$ cat src/rbd_pkg.sv
// ----------------------------------------------------------------------------
// rbd_pkg: shared types and constants of the RLE byte decoder
// Phase encoding, status codes, register map and the controller/datapath
// command and status bundles.
// ----------------------------------------------------------------------------
package rbd_pkg;

    localparam int SIZE_W        = 25;
    localparam int BYTE_W        = 8;
    localparam int CNT_W         = 4;
    localparam int STAT_W        = 3;
    localparam int OUT_DATA_W    = 64;
    localparam int APB_DATA_W    = 32;
    localparam int APB_ADDR_W    = 3;
    localparam int OUT_LANES_DEF = 8;

    localparam logic [SIZE_W-1:0] MAX_ENTRY_BYTES = SIZE_W'(16777216);

    localparam int               RUN_FLAG_BIT = 7;
    localparam logic [BYTE_W-1:0] RUN_BIAS    = 8'd3;
    localparam logic [BYTE_W-1:0] LIT_BIAS    = 8'd1;

    localparam logic [APB_ADDR_W-3:0] REG_EXPECTED_SIZE = 1'd0;

    localparam logic [STAT_W-1:0] STAT_OK            = 3'd0;
    localparam logic [STAT_W-1:0] STAT_RUN_NO_VALUE  = 3'd1;
    localparam logic [STAT_W-1:0] STAT_RUN_OVERSIZE  = 3'd2;
    localparam logic [STAT_W-1:0] STAT_LIT_OVERFLOW  = 3'd3;
    localparam logic [STAT_W-1:0] STAT_SIZE_MISMATCH = 3'd4;

    typedef enum logic [2:0] {
        ST_CTRL,
        ST_RUNVAL,
        ST_LIT,
        ST_DISCARD,
        ST_RUN_EMIT
    } phase_t;

    typedef struct packed {
        logic                err_valid;
        logic [STAT_W-1:0]   err_code;
        logic                load_run;
        logic                load_lit;
        logic                take_runval;
        logic                emit_group;
        logic                emit_lit;
        logic                clear_entry;
    } dp_cmd_t;

    typedef struct packed {
        logic over_limit;
        logic is_run;
        logic run_too_big;
        logic lit_too_big;
        logic lit_ends;
        logic last_group;
        logic out_free;
    } dp_status_t;

endpackage

$ cat src/rle_byte_decoder.sv
// ----------------------------------------------------------------------------
// rle_byte_decoder: run-length decoder, one entry at a time
// Takes one stored byte per word and returns decoded bytes in groups of up
// to OUT_LANES lanes, with size checks and an error status per entry.
// ----------------------------------------------------------------------------
//
//  channel  | direction | handshake            | payload
//  ---------+-----------+----------------------+---------------------------------
//  in       | sink      | in_valid / in_stall  | in_byte, last_in
//  out      | source    | out_valid / out_stall| out_data, out_count, group_end,
//           |           |                      | entry_done, status
//  cfg      | APB slave | psel/penable/pready  | paddr, pwdata, prdata
//
//  Control and literal words are taken every cycle as long as the output
//  register drains. A run value word is latched first, then its groups
//  come from the run emitter, input held.
//  Reset (rst_n low, asynchronous) returns to the control-byte phase with
//  all counters cleared and the size register at 0.
//  Output stall holds the output register. The input stalls while the output
//  register is full and cannot drain, except while dropping the rest of a
//  failed entry, and stays stalled while a run's groups are emitted.
//
module rle_byte_decoder
    import rbd_pkg::*;
#(
    parameter int OUT_LANES = OUT_LANES_DEF
)
(
    input  logic                  clk,
    input  logic                  rst_n,
    // input words
    input  logic                  in_valid,
    output logic                  in_stall,
    input  logic [BYTE_W-1:0]     in_byte,
    input  logic                  last_in,
    // result words
    output logic                  out_valid,
    input  logic                  out_stall,
    output logic [OUT_DATA_W-1:0] out_data,
    output logic [CNT_W-1:0]      out_count,
    output logic                  group_end,
    output logic                  entry_done,
    output logic [STAT_W-1:0]     status,
    // configuration
    input  logic                  psel,
    input  logic                  penable,
    input  logic                  pwrite,
    input  logic [APB_ADDR_W-1:0] paddr,
    input  logic [APB_DATA_W-1:0] pwdata,
    output logic [APB_DATA_W-1:0] prdata,
    output logic                  pready
);

    logic [SIZE_W-1:0] expected_size;
    dp_cmd_t           dp_cmd;
    dp_status_t        dp_status;

    // declared entry size register
    rbd_cfg u_cfg (
        .clk           (clk),
        .rst_n         (rst_n),
        .psel          (psel),
        .penable       (penable),
        .pwrite        (pwrite),
        .paddr         (paddr),
        .pwdata        (pwdata),
        .prdata        (prdata),
        .pready        (pready),
        .expected_size (expected_size)
    );

    // phase sequencer: decides errors, loads and emits from datapath flags
    rbd_ctrl u_ctrl (
        .clk       (clk),
        .rst_n     (rst_n),
        .in_valid  (in_valid),
        .last_in   (last_in),
        .dp_status (dp_status),
        .in_stall  (in_stall),
        .dp_cmd    (dp_cmd)
    );

    // counters, checks, group builder and output register
    rbd_dp #(
        .OUT_LANES (OUT_LANES)
    ) u_dp (
        .clk           (clk),
        .rst_n         (rst_n),
        .in_byte       (in_byte),
        .last_in       (last_in),
        .expected_size (expected_size),
        .dp_cmd        (dp_cmd),
        .dp_status     (dp_status),
        .out_stall     (out_stall),
        .out_valid     (out_valid),
        .out_data      (out_data),
        .out_count     (out_count),
        .group_end     (group_end),
        .entry_done    (entry_done),
        .status        (status)
    );

endmodule

$ cat src/rbd_cfg.sv
// ----------------------------------------------------------------------------
// rbd_cfg: configuration register file
// APB-style slave holding the declared decoded size of the entry.
// ----------------------------------------------------------------------------
module rbd_cfg
    import rbd_pkg::*;
(
    input  logic                  clk,
    input  logic                  rst_n,
    input  logic                  psel,
    input  logic                  penable,
    input  logic                  pwrite,
    input  logic [APB_ADDR_W-1:0] paddr,
    input  logic [APB_DATA_W-1:0] pwdata,
    output logic [APB_DATA_W-1:0] prdata,
    output logic                  pready,
    output logic [SIZE_W-1:0]     expected_size
);

    logic [SIZE_W-1:0]       size_reg;
    logic [SIZE_W-1:0]       size_next;
    logic [APB_ADDR_W-3:0]   reg_idx;
    logic                    wr_en;

    assign reg_idx = paddr[APB_ADDR_W-1:2];
    assign wr_en   = psel && penable && pwrite;
    assign pready  = 1'b1;

    always_comb
    begin
        size_next = size_reg;
        if (wr_en && (reg_idx == REG_EXPECTED_SIZE))
        begin
            size_next = pwdata[SIZE_W-1:0];
        end
    end

    always_ff @(posedge clk or negedge rst_n)
    begin
        if (!rst_n)
        begin
            size_reg <= '0;
        end
        else
        begin
            size_reg <= size_next;
        end
    end

    always_comb
    begin
        prdata = '0;
        if (reg_idx == REG_EXPECTED_SIZE)
        begin
            prdata = APB_DATA_W'(size_reg);
        end
    end

    assign expected_size = size_reg;

endmodule

$ cat src/rbd_ctrl.sv
// ----------------------------------------------------------------------------
// rbd_ctrl: decoder controller
// Phase state machine; issues datapath commands and drives input stall.
// ----------------------------------------------------------------------------
module rbd_ctrl
    import rbd_pkg::*;
(
    input  logic       clk,
    input  logic       rst_n,
    input  logic       in_valid,
    input  logic       last_in,
    input  dp_status_t dp_status,
    output logic       in_stall,
    output dp_cmd_t    dp_cmd
);

    phase_t state_reg;
    phase_t state_next;
    logic   accept;

    always_comb
    begin
        unique case (state_reg)
            ST_CTRL, ST_RUNVAL, ST_LIT: in_stall = !dp_status.out_free;
            ST_DISCARD:                 in_stall = 1'b0;
            default:                    in_stall = 1'b1;
        endcase
    end

    assign accept = in_valid && !in_stall;

    // next state
    always_comb
    begin
        state_next = state_reg;
        unique case (state_reg)
            ST_CTRL:
            begin
                if (accept)
                begin
                    if (dp_status.over_limit)
                    begin
                        state_next = last_in ? ST_CTRL : ST_DISCARD;
                    end
                    else if (dp_status.is_run)
                    begin
                        if (last_in)
                        begin
                            state_next = ST_CTRL;
                        end
                        else if (dp_status.run_too_big)
                        begin
                            state_next = ST_DISCARD;
                        end
                        else
                        begin
                            state_next = ST_RUNVAL;
                        end
                    end
                    else if (last_in || dp_status.lit_too_big)
                    begin
                        state_next = last_in ? ST_CTRL : ST_DISCARD;
                    end
                    else
                    begin
                        state_next = ST_LIT;
                    end
                end
            end
            ST_RUNVAL:
            begin
                if (accept)
                begin
                    state_next = ST_RUN_EMIT;
                end
            end
            ST_LIT:
            begin
                if (accept && (last_in || dp_status.lit_ends))
                begin
                    state_next = ST_CTRL;
                end
            end
            ST_DISCARD:
            begin
                if (accept && last_in)
                begin
                    state_next = ST_CTRL;
                end
            end
            ST_RUN_EMIT:
            begin
                if (dp_status.out_free && dp_status.last_group)
                begin
                    state_next = ST_CTRL;
                end
            end
            default:
            begin
                state_next = ST_CTRL;
            end
        endcase
    end

    // command outputs
    always_comb
    begin
        dp_cmd = '0;
        dp_cmd.err_code = STAT_OK;
        unique case (state_reg)
            ST_CTRL:
            begin
                if (accept)
                begin
                    if (dp_status.over_limit)
                    begin
                        dp_cmd.err_valid = 1'b1;
                        dp_cmd.err_code  = STAT_SIZE_MISMATCH;
                    end
                    else if (dp_status.is_run)
                    begin
                        if (last_in)
                        begin
                            dp_cmd.err_valid = 1'b1;
                            dp_cmd.err_code  = STAT_RUN_NO_VALUE;
                        end
                        else if (dp_status.run_too_big)
                        begin
                            dp_cmd.err_valid = 1'b1;
                            dp_cmd.err_code  = STAT_RUN_OVERSIZE;
                        end
                        else
                        begin
                            dp_cmd.load_run = 1'b1;
                        end
                    end
                    else if (last_in || dp_status.lit_too_big)
                    begin
                        dp_cmd.err_valid = 1'b1;
                        dp_cmd.err_code  = STAT_LIT_OVERFLOW;
                    end
                    else
                    begin
                        dp_cmd.load_lit = 1'b1;
                    end
                end
            end
            ST_RUNVAL:
            begin
                if (accept)
                begin
                    dp_cmd.take_runval = 1'b1;
                    dp_cmd.clear_entry = last_in;
                end
            end
            ST_LIT:
            begin
                if (accept)
                begin
                    dp_cmd.emit_lit    = 1'b1;
                    dp_cmd.clear_entry = last_in;
                end
            end
            ST_DISCARD:
            begin
                if (accept && last_in)
                begin
                    dp_cmd.clear_entry = 1'b1;
                end
            end
            ST_RUN_EMIT:
            begin
                dp_cmd.emit_group = dp_status.out_free;
            end
            default:
            begin
                dp_cmd = '0;
            end
        endcase
    end

    always_ff @(posedge clk or negedge rst_n)
    begin
        if (!rst_n)
        begin
            state_reg <= ST_CTRL;
        end
        else
        begin
            state_reg <= state_next;
        end
    end

endmodule

$ cat src/rbd_dp.sv
// ----------------------------------------------------------------------------
// rbd_dp: decoder datapath
// Entry counters, size checks, run group builder and the output register.
// ----------------------------------------------------------------------------
module rbd_dp
    import rbd_pkg::*;
#(
    parameter int OUT_LANES = OUT_LANES_DEF
)
(
    input  logic                  clk,
    input  logic                  rst_n,
    input  logic [BYTE_W-1:0]     in_byte,
    input  logic                  last_in,
    input  logic [SIZE_W-1:0]     expected_size,
    input  dp_cmd_t               dp_cmd,
    output dp_status_t            dp_status,
    input  logic                  out_stall,
    output logic                  out_valid,
    output logic [OUT_DATA_W-1:0] out_data,
    output logic [CNT_W-1:0]      out_count,
    output logic                  group_end,
    output logic                  entry_done,
    output logic [STAT_W-1:0]     status
);

    localparam int LANE_DATA_W = OUT_LANES * BYTE_W;
    localparam logic [BYTE_W-1:0] LANES_B = BYTE_W'(OUT_LANES);

    logic [SIZE_W-1:0]      produced_reg,    produced_next;
    logic [BYTE_W-1:0]      literal_left_reg, literal_left_next;
    logic [BYTE_W-1:0]      run_length_reg,  run_length_next;
    logic [BYTE_W-1:0]      run_left_reg,    run_left_next;
    logic [BYTE_W-1:0]      run_byte_reg,    run_byte_next;
    logic                   run_last_reg,    run_last_next;
    logic [STAT_W-1:0]      run_stat_reg,    run_stat_next;

    logic                   out_valid_reg,   out_valid_next;
    logic [LANE_DATA_W-1:0] data_reg,        data_next;
    logic [CNT_W-1:0]       count_reg,       count_next;
    logic                   gend_reg,        gend_next;
    logic                   done_reg,        done_next;
    logic [STAT_W-1:0]      stat_reg,        stat_next;

    logic [BYTE_W-1:0]      run_len;
    logic [BYTE_W-1:0]      lit_len;
    logic [SIZE_W-1:0]      remaining;
    logic                   over_produced;
    logic [SIZE_W-1:0]      lit_prod;
    logic [BYTE_W-1:0]      lit_left_dec;
    logic [STAT_W-1:0]      lit_stat;
    logic [SIZE_W-1:0]      run_prod;
    logic [BYTE_W-1:0]      grp_n;
    logic                   grp_end;
    logic [LANE_DATA_W-1:0] grp_data;
    logic                   out_free;

    // control byte decode and size checks
    assign run_len       = {1'b0, in_byte[RUN_FLAG_BIT-1:0]} + RUN_BIAS;
    assign lit_len       = {1'b0, in_byte[RUN_FLAG_BIT-1:0]} + LIT_BIAS;
    assign remaining     = expected_size - produced_reg;
    assign over_produced = produced_reg > expected_size;

    assign lit_prod     = produced_reg + SIZE_W'(1);
    assign lit_left_dec = (literal_left_reg != '0) ? literal_left_reg - 8'd1 : '0;
    always_comb
    begin
        if (lit_left_dec != '0)
        begin
            lit_stat = STAT_LIT_OVERFLOW;
        end
        else
        begin
            lit_stat = (lit_prod == expected_size) ? STAT_OK : STAT_SIZE_MISMATCH;
        end
    end

    assign run_prod = produced_reg + SIZE_W'(run_length_reg);

    // one output group of the pending run
    assign grp_end = run_left_reg <= LANES_B;
    assign grp_n   = grp_end ? run_left_reg : LANES_B;
    always_comb
    begin
        for (int i = 0; i < OUT_LANES; i++)
        begin
            grp_data[i*BYTE_W +: BYTE_W] = (BYTE_W'(i) < grp_n) ? run_byte_reg : '0;
        end
    end

    assign out_free = !out_valid_reg || !out_stall;

    assign dp_status.over_limit  = (produced_reg == '0) && (expected_size > MAX_ENTRY_BYTES);
    assign dp_status.is_run      = in_byte[RUN_FLAG_BIT];
    assign dp_status.run_too_big = over_produced || (SIZE_W'(run_len) > remaining);
    assign dp_status.lit_too_big = over_produced || (SIZE_W'(lit_len) > remaining);
    assign dp_status.lit_ends    = lit_left_dec == '0;
    assign dp_status.last_group  = grp_end;
    assign dp_status.out_free    = out_free;

    // entry state
    always_comb
    begin
        produced_next     = produced_reg;
        literal_left_next = literal_left_reg;
        run_length_next   = run_length_reg;
        run_left_next     = run_left_reg;
        run_byte_next     = run_byte_reg;
        run_last_next     = run_last_reg;
        run_stat_next     = run_stat_reg;
        if (dp_cmd.load_run)
        begin
            run_length_next = run_len;
        end
        if (dp_cmd.load_lit)
        begin
            literal_left_next = lit_len;
        end
        if (dp_cmd.emit_lit)
        begin
            produced_next     = lit_prod;
            literal_left_next = lit_left_dec;
        end
        if (dp_cmd.take_runval)
        begin
            produced_next   = run_prod;
            run_left_next   = run_length_reg;
            run_byte_next   = in_byte;
            run_last_next   = last_in;
            run_stat_next   = (run_prod == expected_size) ? STAT_OK : STAT_SIZE_MISMATCH;
            run_length_next = '0;
        end
        if (dp_cmd.emit_group)
        begin
            run_left_next = run_left_reg - grp_n;
        end
        if (dp_cmd.err_valid || dp_cmd.clear_entry)
        begin
            produced_next     = '0;
            literal_left_next = '0;
            run_length_next   = '0;
        end
    end

    // output register
    always_comb
    begin
        out_valid_next = out_valid_reg && out_stall;
        data_next      = data_reg;
        count_next     = count_reg;
        gend_next      = gend_reg;
        done_next      = done_reg;
        stat_next      = stat_reg;
        if (dp_cmd.err_valid)
        begin
            out_valid_next = 1'b1;
            data_next      = '0;
            count_next     = '0;
            gend_next      = 1'b1;
            done_next      = 1'b1;
            stat_next      = dp_cmd.err_code;
        end
        else if (dp_cmd.emit_lit)
        begin
            out_valid_next = 1'b1;
            data_next      = LANE_DATA_W'(in_byte);
            count_next     = CNT_W'(1);
            gend_next      = 1'b1;
            done_next      = last_in;
            stat_next      = last_in ? lit_stat : STAT_OK;
        end
        else if (dp_cmd.emit_group)
        begin
            out_valid_next = 1'b1;
            data_next      = grp_data;
            count_next     = grp_n[CNT_W-1:0];
            gend_next      = grp_end;
            done_next      = grp_end && run_last_reg;
            stat_next      = (grp_end && run_last_reg) ? run_stat_reg : STAT_OK;
        end
    end

    always_ff @(posedge clk or negedge rst_n)
    begin
        if (!rst_n)
        begin
            produced_reg     <= '0;
            literal_left_reg <= '0;
            run_length_reg   <= '0;
            run_left_reg     <= '0;
            run_last_reg     <= 1'b0;
            out_valid_reg    <= 1'b0;
        end
        else
        begin
            produced_reg     <= produced_next;
            literal_left_reg <= literal_left_next;
            run_length_reg   <= run_length_next;
            run_left_reg     <= run_left_next;
            run_last_reg     <= run_last_next;
            out_valid_reg    <= out_valid_next;
        end
    end

    always_ff @(posedge clk)
    begin
        run_byte_reg <= run_byte_next;
        run_stat_reg <= run_stat_next;
        data_reg     <= data_next;
        count_reg    <= count_next;
        gend_reg     <= gend_next;
        done_reg     <= done_next;
        stat_reg     <= stat_next;
    end

    assign out_valid  = out_valid_reg;
    assign out_data   = OUT_DATA_W'(data_reg);
    assign out_count  = count_reg;
    assign group_end  = gend_reg;
    assign entry_done = done_reg;
    assign status     = stat_reg;

endmodule
$ cat config.mk
export PLATFORM = sky130hd
export DESIGN_NAME = rle_byte_decoder
export DESIGN_NICKNAME = d
export VERILOG_FILES = /design/src/rbd_pkg.sv /design/src/rle_byte_decoder.sv /design/src/rbd_cfg.sv /design/src/rbd_ctrl.sv /design/src/rbd_dp.sv
export SDC_FILE = /design/constraint.sdc
export NUM_CORES = 1
export LEC_CHECK = 0
export ABC_AREA = 1
export BUFFER_PORTS_ARGS = -buffer_cell sky130_fd_sc_hd__buf_2
export CAP_MARGIN = 20
export CORE_MARGIN = 2
export CORE_UTILIZATION = 25
export DETAILED_ROUTE_END_ITERATION = 16
export HOLD_SLACK_MARGIN = 0.03
export PLACE_DENSITY_LB_ADDON = 0.2
export SLEW_MARGIN = 20
export SYNTH_ARGS = -nofsm -noshare
export SYNTH_HDL_FRONTEND = slang
export SYNTH_SLANG_ARGS = --single-unit
$ cat constraint.sdc
create_clock -name clk -period 4.7 [get_ports clk]
set_input_delay 0.94 -clock clk [delete_from_list [all_inputs] [get_ports clk]]
set_output_delay 0.94 -clock clk [all_outputs]
set_load 0.05 [all_outputs]
==> results of run 1 <==
[routing by layer]
layer,GRT usage (%),vias up
li1,-,6114
met1,23.3,5614
met2,29.7,321
met3,3.08,45
met4,4.42,0
met5,0,-
[where the power goes]
group          leakage [nW]  internal (W)  total [W]  switching, W
logic                  5.11       0.00124    0.00460       0.00337
clock network         0.298      0.000798    0.00146      0.000659
registers              1.68       0.00184    0.00216      0.000325
total                  7.08       0.00387    0.00822       0.00435
[worst register-to-register path, delay by kind of cell, from the launching register on]
family	cells	cell delay (ns)
buffers and inverters	2	0.14
adder cells (fa/ha/maj)	3	1.00
flip-flops	1	0.48
AND/OR/NAND/NOR	11	1.63
AO/OA/AOI/OAI	4	0.51
XOR/XNOR	1	0.23
[logic make-up after synthesis]
logic type / after synthesis / synth area share, %
flops: 161 / 31.2
fa+ha+maj: 57 / 6.07
buf+inv: 324 / 10.9
simple gates: 963 / 35.0
xor+xnor: 94 / 6.86
other cells: 2 / 0.0626
compound gates: 209 / 9.98
[layout by cell type, fill, tap and decap left out, drive strengths merged, types with 7 or more instances in the layout]
cell type and instances:
conb 9, xnor2 11, nor4 19, clkbuf 20, a21oi 73, nor2 241, ha 55, a32oi 7
edfxtp 12, xor2 83, o21ai 81, inv 272, nand4 67, dfxtp 70, a22oi 17, nand3 136
nor3 22, buf 165, nand2 466, dfrtp 79
[path summary, 6_finish.rpt]
check / to / slack [ns] / cells past startpoint
setup / recovery: u_dp.literal_left_reg[0] / 0.68 / 21
hold / removal: u_dp.out_data[24] / 0.46 / 2
setup reg to reg: u_dp.literal_left_reg[0] / 0.68 / 21
hold reg to reg: u_dp.out_data[24] / 0.46 / 2
max in group asynchronous: u_dp.produced_reg[2] / 3.25 / 2
min in group asynchronous: u_dp.produced_reg[17] / 0.60 / 1
[through the flow]
step / instance area, sq um / hold slack (ns) / util (%) / power [W]
floorplan: 12000 / 0.453 / - / 0.00557
global placement: 13400 / 0.452 / 28.2 / 0.00678
detailed placement: 13400 / 0.455 / 28.2 / 0.00682
CTS: 14000 / 0.464 / 29.5 / 0.00830
global route: 14000 / 0.491 / 29.5 / 0.00886
finish: 14000 / 0.460 / 29.5 / 0.00822
[cell type report]
type	count	area share, %
Timing Repair Buffer	165	6.60
Tap cell	615	5.49
Antenna cell	1	0.0179
Multi-Input combinational cell	1332	49.8
Inverter	266	7.14
Clock inverter	12	0.937
Sequential cell	161	26.7
Clock buffer	20	3.34
==> results.yml, run 1 <==
status:
  status: "finished, final reports clean"
timing:
  worst_slew_pin_slew_ns: 1.06
  tns_ns: 0
  setup_viol: 0
  hold_violations: 0
  finalCritPeriodShare_pct: 85.6
  finalCriticalPeriod_ns: 4.02
  rsz0062_at_grt: "no"
  fmax_mhz: 249
  worst_slack_ns: 0.678
  slew_violations: 0
  slew_headroom_pct: 29.2
  fin_skew_ns: 0.0216
cells_and_area:
  multi_input_area_sq_um: 6980
  drive_gt1_share_pct: 12.5
  final_cells: 2572
  seqCellArea_sq_um: 3740
  final_nets: 2051
  syn_to_final_growth_pct: 16.8
  largest_reg_flops: 64
  fillers: 5304
clock_network:
  cts_hold_buf: 0
  cts.sinks: 161
  clk_latency_ns: 0.46
  ctsHtreeMaxLevel: 4
  post_cts_resized: 0
  cts_setup_buffers: 0
  cts_buffers: 17
  cts_root_buf: "clkbuf_16"
  clk_path_buf_depth: 2
  clkTransAtPathRegs_ns: 0.08
  cts_tree: "built"
grt:
  antenna_found_initial: 2
  grt_pass1_wl_um: 67900
  grt_remaining_overflow: 0
  grt_usage_pct: 17.6
  grt_pass1_vias: 11700
  grt_max_degree: 59
yosys:
  synth_top_area_share_pct: 16.5
  synth_edf_count: 12
  syn_inst: 1810
  ys.flop_type: "dfrtp_1"
  yosysWarnings: 0
  yosys.area.top_type: "dfrtp_1"
  synth-async-reset-ratio_pct: 49.1
  synth.most_common_cell: "nand2_1"
  synth_area_sq_um: 12000
  synth_commonest_cells: "nand2_1, inv_1, nor2_1, nand3_1, xor2_1"
  synth_area_leaders: "dfrtp_1, nand2_1, dfxtp_1, inv_1, nor2_1"
  seq_area_frac_synth_pct: 31.2
  synth.distinct_cells: 50
  syn_avg_cell_area_sq_um: 6.63
  ys_ff_latch: 161
setup_path:
  path_cells: "ha_1 > fa_1 > inv_1 > nand3_1 > nand2_1 > xnor2_1 > ha_1 > a21oi_1 > o21ai_0 > nor2_1 > o21ai_0 > a21o_1 > nand2_1 > inv_1 > nand3_1 > nor2_1 > nor2_1 > nand4_1 > nand3_1 > nand2_1 > nor2_1"
  critical_path.endpoint_type: "flip-flop"
  crit_required_ns: 5.09
  critical_path_class: "reg2reg"
  slowest_stage: "dfrtp_1"
  cp_common_cell: "nor2_1"
  crit_family: "simple AND/OR/NAND/NOR gates"
  critical_path_buf_inv_count: 2
  slowest_delay_ns: 0.48
  path_max_fanout: 8
  crit_start: "u_dp.produced_reg[0]"
  rr_startpoint: "u_dp.produced_reg[0]"
  cp.arrival_ns: 4.42
  cp-start-kind: "flip-flop"
floorplanning:
  initial_utilization_pct: 25.2
  die_w_um: 223
  die_height_um: 223
  core-area_sq_um: 47500
  ios: 159
  rows: 80
  die-area_sq_um: 49800
placement:
  place_ws_ns: 0.519
  placed_cells: 2539
  port_buffers: 141
  dp_hpwl_um: 35200
  gp_congestion: 0.892
power:
  p_leak_nw: 7.08
  ir_drop_mv: 0.243
  powerDensity_nw_per_um2: 587
routing:
  viasPerCell: 4.70
  drt-total-wl_um: 43800
  met1_length_um: 20400
  drcViolationCount: 0
  antenna_left: 0
  drt-initial-drc-count: 1025
  wire_per_inst_um: 17.0
  vias: 12100
  dr_wl_met3_um: 2320
  route.met2.wl_um: 20200
  dr.max_layer_used: "met4"
  first_pass_iters: 7
hold_path:
  min_path_type: "reg2reg"
  worstHoldStart: "u_dp.out_data[24]"
job:
  maxCapViolCount: 0
Power figures use the tool's default switching activity.
==> run 2, diff against run 1 <==
Settings changed: CORE_MARGIN 2 to 1.5, SKIP_CTS_REPAIR_TIMING from default to 1.
==> results.yml, run 2 (synthesis gave the netlist of run 1 again) <==
cells_and_area:
  syn_to_final_growth_pct: 16.7
  postLayoutCoreUtil_pct: 29.5
  seqCellArea_sq_um: 3740
  drive_gt1_share_pct: 12.6
  fillers: 5282
  final_nets: 2052
  largest_reg_flops: 64
  final_common_cell: "nand2_1"
  layout_common_cells: "nand2_1, inv_1, nor2_1, buf_2, nand3_1"
  final_cells: 2573
  multi_input_area_sq_um: 6980
grt:
  grt_max_degree: 57
  grt_usage_pct: 17.6
  grt_pass1_wl_um: 67300
  grt_pass1_vias: 11600
  grt_remaining_overflow: 0
  antenna_found_initial: 0
floorplanning:
  core-area_sq_um: 47500
  die_height_um: 222
  die-area_sq_um: 49300
  ios: 159
  die_w_um: 222
  rows: 80
  initial_utilization_pct: 25.2
job:
  maxCapViolCount: 0
timing:
  worst_slew_pin_slew_ns: 1.05
  setup_viol: 0
  finalCriticalPeriod_ns: 3.99
  rsz0062_at_grt: "no"
  hold_violations: 0
  tns_ns: 0
  slew_headroom_pct: 29.9
  finalCritPeriodShare_pct: 84.9
  fmax_mhz: 251
  slew_violations: 0
  worst_slack_ns: 0.710
  fin_skew_ns: 0.0178
routing:
  viasPerCell: 4.71
  antenna_left: 0
  drt-total-wl_um: 43400
  drcViolationCount: 0
  drt-initial-drc-count: 853
  first_pass_iters: 5
  vias: 12100
  wire_per_inst_um: 16.9
setup_path:
  critical_path_class: "reg2reg"
  cp-start-kind: "flip-flop"
  slowest_delay_ns: 0.47
  path_max_fanout: 27
  path_cells: "ha_1 > fa_1 > inv_1 > nand3_1 > nand2_1 > nand2_1 > nand2_1 > xnor2_1 > ha_1 > nand2_1 > nor4_1 > nand3_1 > inv_1 > nand2_1 > nand2_1 > nand4_1 > nand3_2 > buf_4 > nand3_1 > o21ai_0"
  crit_required_ns: 5.09
  cp_common_cell: "nand2_1"
  critical_path_buf_inv_count: 3
  slowest_stage: "dfrtp_1"
  crit_family: "simple AND/OR/NAND/NOR gates"
  cp.arrival_ns: 4.38
  critical_path.endpoint_type: "flip-flop"
placement:
  place_ws_ns: 0.508
  gp_congestion: 0.921
  dp_hpwl_um: 34800
  placed_cells: 2539
  port_buffers: 141
clock_network:
  clk_path_buf_depth: 2
  cts_tree: "built"
  clkTransAtPathRegs_ns: 0.07
  cts_root_buf: "clkbuf_16"
  clk_latency_ns: 0.46
  ctsHtreeMaxLevel: 4
  cts_buffers: 17
  cts.sinks: 161
hold_path:
  min_path_type: "reg2reg"
status:
  status: "finished, final reports clean"
power:
  ir_drop_mv: 0.223
  p_leak_nw: 7.08
  powerDensity_nw_per_um2: 586
## run 2: cell count changes in the layout (fill, tap and decap cells not counted), sizes merged
cell,previous run,this run
clkbuf,20,19
buf,165,166
bufinv,1,0
clkinv,5,7
## run 2: cell type report
type	count	share of cell area, %
diodes	1	0.0179
well taps	615	5.49
repair buffers	166	6.51
clock inverters	13	0.911
flip-flops and latches	161	26.7
multi-input cells	1332	49.8
inverters	266	7.15
clock buffers	19	3.39
## run 2: final timing paths
path	cells past startpoint	startpoint	to	slack [ns]
max reg2reg	20	u_dp.produced_reg[0]	u_dp.out_data[40]	0.71
min in group asynchronous	1	rst_n	u_dp.produced_reg[22]	0.58
min	2	u_dp.out_data[29]	u_dp.out_data[29]	0.47
min reg2reg	2	u_dp.out_data[29]	u_dp.out_data[29]	0.47
max	20	u_dp.produced_reg[0]	u_dp.out_data[40]	0.71
max in group asynchronous	2	rst_n	u_ctrl.state_reg[0]	3.23
## run 2: power by group
| part | internal, W | switching (W) |
|---|---|---|
| combinational | 0.00122 | 0.00336 |
| clock | 0.000769 | 0.000691 |
| sequential | 0.00183 | 0.000324 |
| total | 0.00382 | 0.00438 |
## run 2: metrics by stage
stage | power [W] | area [sq um] | hold slack, ns
after detailed placement | 0.00678 | 13400 | 0.461
final | 0.00820 | 14000 | 0.469
after floorplan | 0.00557 | 12000 | 0.453
after global routing | 0.00880 | 14000 | 0.493
after CTS | 0.00824 | 14000 | 0.474
after global placement | 0.00674 | 13400 | 0.451
## run 2: layer usage
layer / up-vias / part of all wire, % / track usage, % / routed length (um)
met5: - / 0 / 0 / 0
met4: 0 / 2.3 / 5.02 / 999
met3: 51 / 4.3 / 2.37 / 1850
met2: 323 / 45 / 28.9 / 19600
met1: 5617 / 48 / 24.0 / 21000
li1: 6122 / - / - / -
## run 2: worst reg2reg max path, cell delays in order, from the launching register on
cell     delay [ns]
dfrtp_1        0.47
ha_1           0.26
fa_1           0.41
inv_1          0.07
nand3_1        0.11
nand2_1        0.21
nand2_1        0.07
nand2_1        0.14
xnor2_1        0.15
ha_1           0.32
nand2_1        0.07
nor4_1         0.29
nand3_1        0.14
inv_1          0.07
nand2_1        0.05
nand2_1        0.12
nand4_1        0.14
nand3_2        0.27
buf_4          0.34
nand3_1        0.13
o21ai_0        0.09
